==> config.mk <==
export PLATFORM = sky130hd
export DESIGN_NAME = bscm_ctrl
export DESIGN_NICKNAME = d
export VERILOG_FILES = /design/src/hw/rtl/bscm_pkg.sv /design/src/hw/rtl/bscm_ctrl.sv
export SDC_FILE = /design/constraint.sdc
export NUM_CORES = 1
export LEC_CHECK = 0
export ABC_AREA = 1
export ABC_CLOCK_PERIOD_IN_PS = 1900
export BUFFER_PORTS_ARGS = -buffer_cell sky130_fd_sc_hd__buf_4
export CORE_AREA = 2 2 39 41
export DETAILED_ROUTE_END_ITERATION = 8
export DIE_AREA = 0 0 41 43
export RECOVER_POWER = 50
export REMOVE_ABC_BUFFERS = 1
export SETUP_SLACK_MARGIN = 0.4
export SYNTH_ARGS = -nofsm -noshare
export SYNTH_HDL_FRONTEND = slang
export SYNTH_SLANG_ARGS = --single-unit
export TNS_END_PERCENT = 100
==> constraint.sdc <==
create_clock -name clk -period 1.9 [get_ports clk]
set_input_delay 0.38 -clock clk [delete_from_list [all_inputs] [get_ports clk]]
set_output_delay 0.38 -clock clk [all_outputs]
set_load 0.01 [all_outputs]
==> src/hw/rtl/bscm_pkg.sv <==
// ----------------------------------------------------------------------------
// bscm_pkg
// shared constants, register indexes and controller/datapath link types
// ----------------------------------------------------------------------------
package bscm_pkg;

  localparam int DEF_MAX_TIME_LEN = 1024;
  localparam int DEF_MAX_BANDS    = 64;

  localparam int SAMPLE_W   = 16;
  localparam int PROD_W     = 31;
  localparam int ENERGY_W   = 32;
  localparam int SUM_W      = 38;
  localparam int MAG_W      = 19;
  localparam int TIDX_W     = 10;
  localparam int TL_W       = 11;
  localparam int BC_W       = 7;
  localparam int EPS_W      = 16;
  localparam int CFG_IDX_W  = 2;
  localparam int CFG_DATA_W = 16;

  // radix-4 digit steps of the square root
  localparam int SQ_STEPS = SUM_W / 2;
  localparam int SQ_CNT_W = $clog2(SQ_STEPS);
  localparam int REM_W    = MAG_W + 2;

  localparam logic [TL_W-1:0]  TL_RESET  = 11'd1024;
  localparam logic [BC_W-1:0]  BC_RESET  = 7'd1;
  localparam logic [EPS_W-1:0] EPS_RESET = 16'd128;

  typedef enum logic [CFG_IDX_W-1:0] {
    REG_TIME_LEN   = 2'd0,
    REG_BAND_COUNT = 2'd1,
    REG_EPS_ADD    = 2'd2,
    REG_UNUSED     = 2'd3
  } cfg_reg_t;

  typedef struct packed {
    logic capture;
    logic mul;
    logic acc;
    logic sq_load;
    logic sq_step;
    logic out_load;
  } cmd_t;

  typedef struct packed {
    logic last_band;
    logic sq_last;
    logic out_free;
  } sts_t;

endpackage

==> src/hw/rtl/bscm_ctrl.sv <==
// ----------------------------------------------------------------------------
// bscm_ctrl
// sequencer: request capture, multiply, accumulate, square root, result load
// ----------------------------------------------------------------------------
module bscm_ctrl (
  input  logic            clk,
  input  logic            rst,
  input  logic            in_valid,
  output logic            in_ready,
  input  bscm_pkg::sts_t  sts,
  output bscm_pkg::cmd_t  cmd
);

  typedef enum logic [5:0] {
    ST_IDLE = 6'b000001,
    ST_MUL  = 6'b000010,
    ST_ACC  = 6'b000100,
    ST_SQL  = 6'b001000,
    ST_SQS  = 6'b010000,
    ST_FIN  = 6'b100000
  } state_t;

  state_t state;
  state_t state_next;

  always_ff @(posedge clk) begin
    if (rst) begin
      state <= ST_IDLE;
    end else begin
      state <= state_next;
    end
  end

  always_comb begin
    state_next = state;
    cmd        = '0;
    in_ready   = 1'b0;
    case (state)
      ST_IDLE: begin
        in_ready = !rst;
        if (in_valid && !rst) begin
          cmd.capture = 1'b1;
          state_next  = ST_MUL;
        end
      end
      ST_MUL: begin
        cmd.mul    = 1'b1;
        state_next = ST_ACC;
      end
      ST_ACC: begin
        cmd.acc    = 1'b1;
        state_next = sts.last_band ? ST_SQL : ST_IDLE;
      end
      ST_SQL: begin
        cmd.sq_load = 1'b1;
        state_next  = ST_SQS;
      end
      ST_SQS: begin
        cmd.sq_step = 1'b1;
        if (sts.sq_last) begin
          state_next = ST_FIN;
        end
      end
      ST_FIN: begin
        if (sts.out_free) begin
          cmd.out_load = 1'b1;
          state_next   = ST_IDLE;
        end
      end
      default: begin
        state_next = ST_IDLE;
      end
    endcase
  end

endmodule

==> impl_metrics.ini <==
[status]
outcome = complete, no violations

[layout]
layout-drive-gt1-share_pct = 47.4
area.growth.synth_to_final_pct = 48.8
largest_register = state
instances_no_fill = 92
n_antenna_cell = 0
largest_register_ff_count = 6
number_of_nets_at_the_end_of_the_flow = 84
fillCellCount = 144
largestRegisters = state (6)

[sta]
skew_ns = 0.00721
max_slew_margin_pct = 84.6
clock.fmax_mhz = 629
post-route-min-period_ns = 1.59
worst_pin_slew_ns = 0.230
hold_slack_ns = 0.343
fin_tns_setup_ns = 0
share_of_the_clock_period_used_by_the_worst_path_after_layout_pct = 83.7
grt_setup_unrepaired = true
setup-violations-final = 0
hold_viol_final = 0
final-max-slew-violation-count = 0

[global_route]
grt_pass1_vias = 341
grt_first_pass_wirelength_um = 1270
aggregate_global_route_resource_usage_pct = 10.9
grt_max_degree = 8
global_route.overflow_total = 0
initial_antenna_violation_count = 0

[floorplan]
dieWidth_um = 41
num_io_pins = 13
floorplan.rows = 14
core_area_um2 = 1380
die-area_um2 = 1760
floorplan.initialDensity_pct = 26.3
die_y_extent_um = 43

[synth]
synth-warning-count = 0
post_synth_inst_count = 60
synth.lib_cells_used.distinct = 15
yosysSeqAreaShare_pct = 33.0
avgSynthCellArea_um2 = 6.07
netlist_area_um2 = 364
synth_top_cell_by_area = dfxtp_1
synth.area.top_cells = dfxtp_1, nor2_1, inv_1, nand3_1, nand2_1
synth-seq-cells = 6
synth_top_cell_area_share_pct = 33.0

[pwr]
switching_share_pct = 29.3
p_leak_nw = 0.291
power-per-cell-area_nw_per_um2 = 606
combinationalPowerShare_pct = 22.0
net_sw_power_mw = 0.0961
power.ir.vdd_worst_mv = 0.258
power_frac_clock_pct = 36.9
seq_power_share_pct = 41.1
total_design_power_mw = 0.328
power.internal_mw = 0.232

[drt]
dr.pass1.iters = 4
drt_first_iter_violations = 5
drc_errors = 0
drt.antenna.violating_nets = 0
route.detailed.vias_per_inst = 4.48
drt_wl_total_um = 909
routed_wire_length_per_instance_um = 9.88
route.vias.total = 412

[worst_hold_path]
hp-class = input port to flop

[clocking]
clock_insertion_delay_at_the_later_pin_of_the_skew_report_ns = 0.25
ctsHtreeMaxLevel = 1
ctsLongestPathBuffers = 2
cts_bufs_inserted = 3
clk_root_buffer_cell = clkbuf_4
clock_tree_from_tritoncts = yes
cts_hold_repair.buffers = 0
cts.reportedPaths.clkPinSlew_ns = 0.05
number_of_clock_sinks = 6

[worst_setup_path]
worstSetupPathType = flop to output port
crit_arrival_ns = 1.21
timing.critical_path.from_type = flop
endpoint_kind = output port
critical_path.max_fanout = 3
critical_path_required_ns = 1.52

[place]
placedCellCount = 88
place.gp.congestion = 0.795
portBuffers = 12
dpl.hpwl_um = 664

[flow_run]
cap_viol_max_count = 0
final timing paths:
check / slack [ns] / depth (start not counted) / startpoint / to
worst max-delay path: 0.31 / 5 / state[0] / cmd[3]
worst min-delay path: 0.34 / 2 / rst / state[4]
worst max register to register: 0.75 / 9 / state[0] / state[0]
worst min register to register: 0.57 / 2 / state[1] / state[2]
stage by stage:
step / util, % / setup slack (ns) / area [µm²]
floorplan: - / 0.711 / 364
global placement: 34.3 / 0.608 / 474
detailed placement: 34.3 / 0.598 / 474
CTS: 37.2 / 0.369 / 514
global route: 39.2 / 0.203 / 542
finish: 39.2 / 0.311 / 542
placed cells by master (no fill, tap or decap), drive strengths merged:
cell     n
buf     12
nor2    17
a21oi    1
nand4    2
clkbuf   4
dfxtp    6
o21ai    1
nand2    9
and3     1
inv     12
a211oi   1
nand3    7
nor3     3
area by class of cell:
| class | count | area (µm²) | area share, % |
|---|---|---|---|
| multi-input cells | 42 | 221 | 40.9 |
| flip-flops and latches | 6 | 131 | 24.2 |
| repair buffers | 13 | 101 | 18.7 |
| inverters | 12 | 45.0 | 8.31 |
| clock buffers | 3 | 22.5 | 4.16 |
| well taps | 16 | 20.0 | 3.70 |
critical path, stage by stage (launching register included):
cell and delay, ns:
dfxtp_2 0.33, inv_2 0.07, nand2_2 0.05, nor3_1 0.19, and3_1 0.19, buf_4 0.11
routing by layer:
layer	GRT usage [%]	wire [µm]	up-vias	share of wire, %
met1	13.6	402	166	44
met2	15.0	413	19	45
met3	3.14	64	5	7.0
li1	-	-	222	-
met5	0	0	-	0
met4	8.00	29	0	3.2
what timing repair did:
item | CTS | global route
gates resized for setup | 5 | 17
hold endpoints to repair | 0 | 0
setup buffers | 0 | 1
pin swaps | 0 | 3
gates cloned | 0 | 0
endpoints found under the setup margin | 5 | 7
power by group through the flow:
| stage | clock network, mW | logic [mW] | registers, mW |
|---|---|---|---|
| 2_1_floorplan | 0 | 0.0434 | 0.137 |
| 3_3_place_gp | 0 | 0.0675 | 0.138 |
| 3_5_place_dp | 0 | 0.0674 | 0.138 |
| 4_1_cts | 0.119 | 0.0697 | 0.136 |
| 5_1_grt | 0.126 | 0.0789 | 0.135 |
| 6_report | 0.121 | 0.0724 | 0.135 |
synth_stat cells:
| library cell | number |
|---|---|
| nor3_1 | 2 |
| nand2_2 | 1 |
| nand4_1 | 2 |
| a21oi_1 | 1 |
| nor2_2 | 3 |
| a211oi_1 | 1 |
| dfxtp_1 | 6 |
| nor2_1 | 14 |
| inv_1 | 10 |
| inv_2 | 2 |
| o21ai_1 | 1 |
| nand3_1 | 7 |
| and3_1 | 1 |
| nand2_1 | 8 |
| nor3_2 | 1 |
cell families (layout without fill, tap and decap cells):
logic type / Yosys count / count (layout) / share of synthesized area [%]
AND/OR/NAND/NOR: 39 / 39 / 49.8
buffers and inverters: 12 / 28 / 12.4
AO/OA/AOI/OAI: 3 / 3 / 4.81
flip-flops: 6 / 6 / 33.0
(Power assumes the default switching activity.)
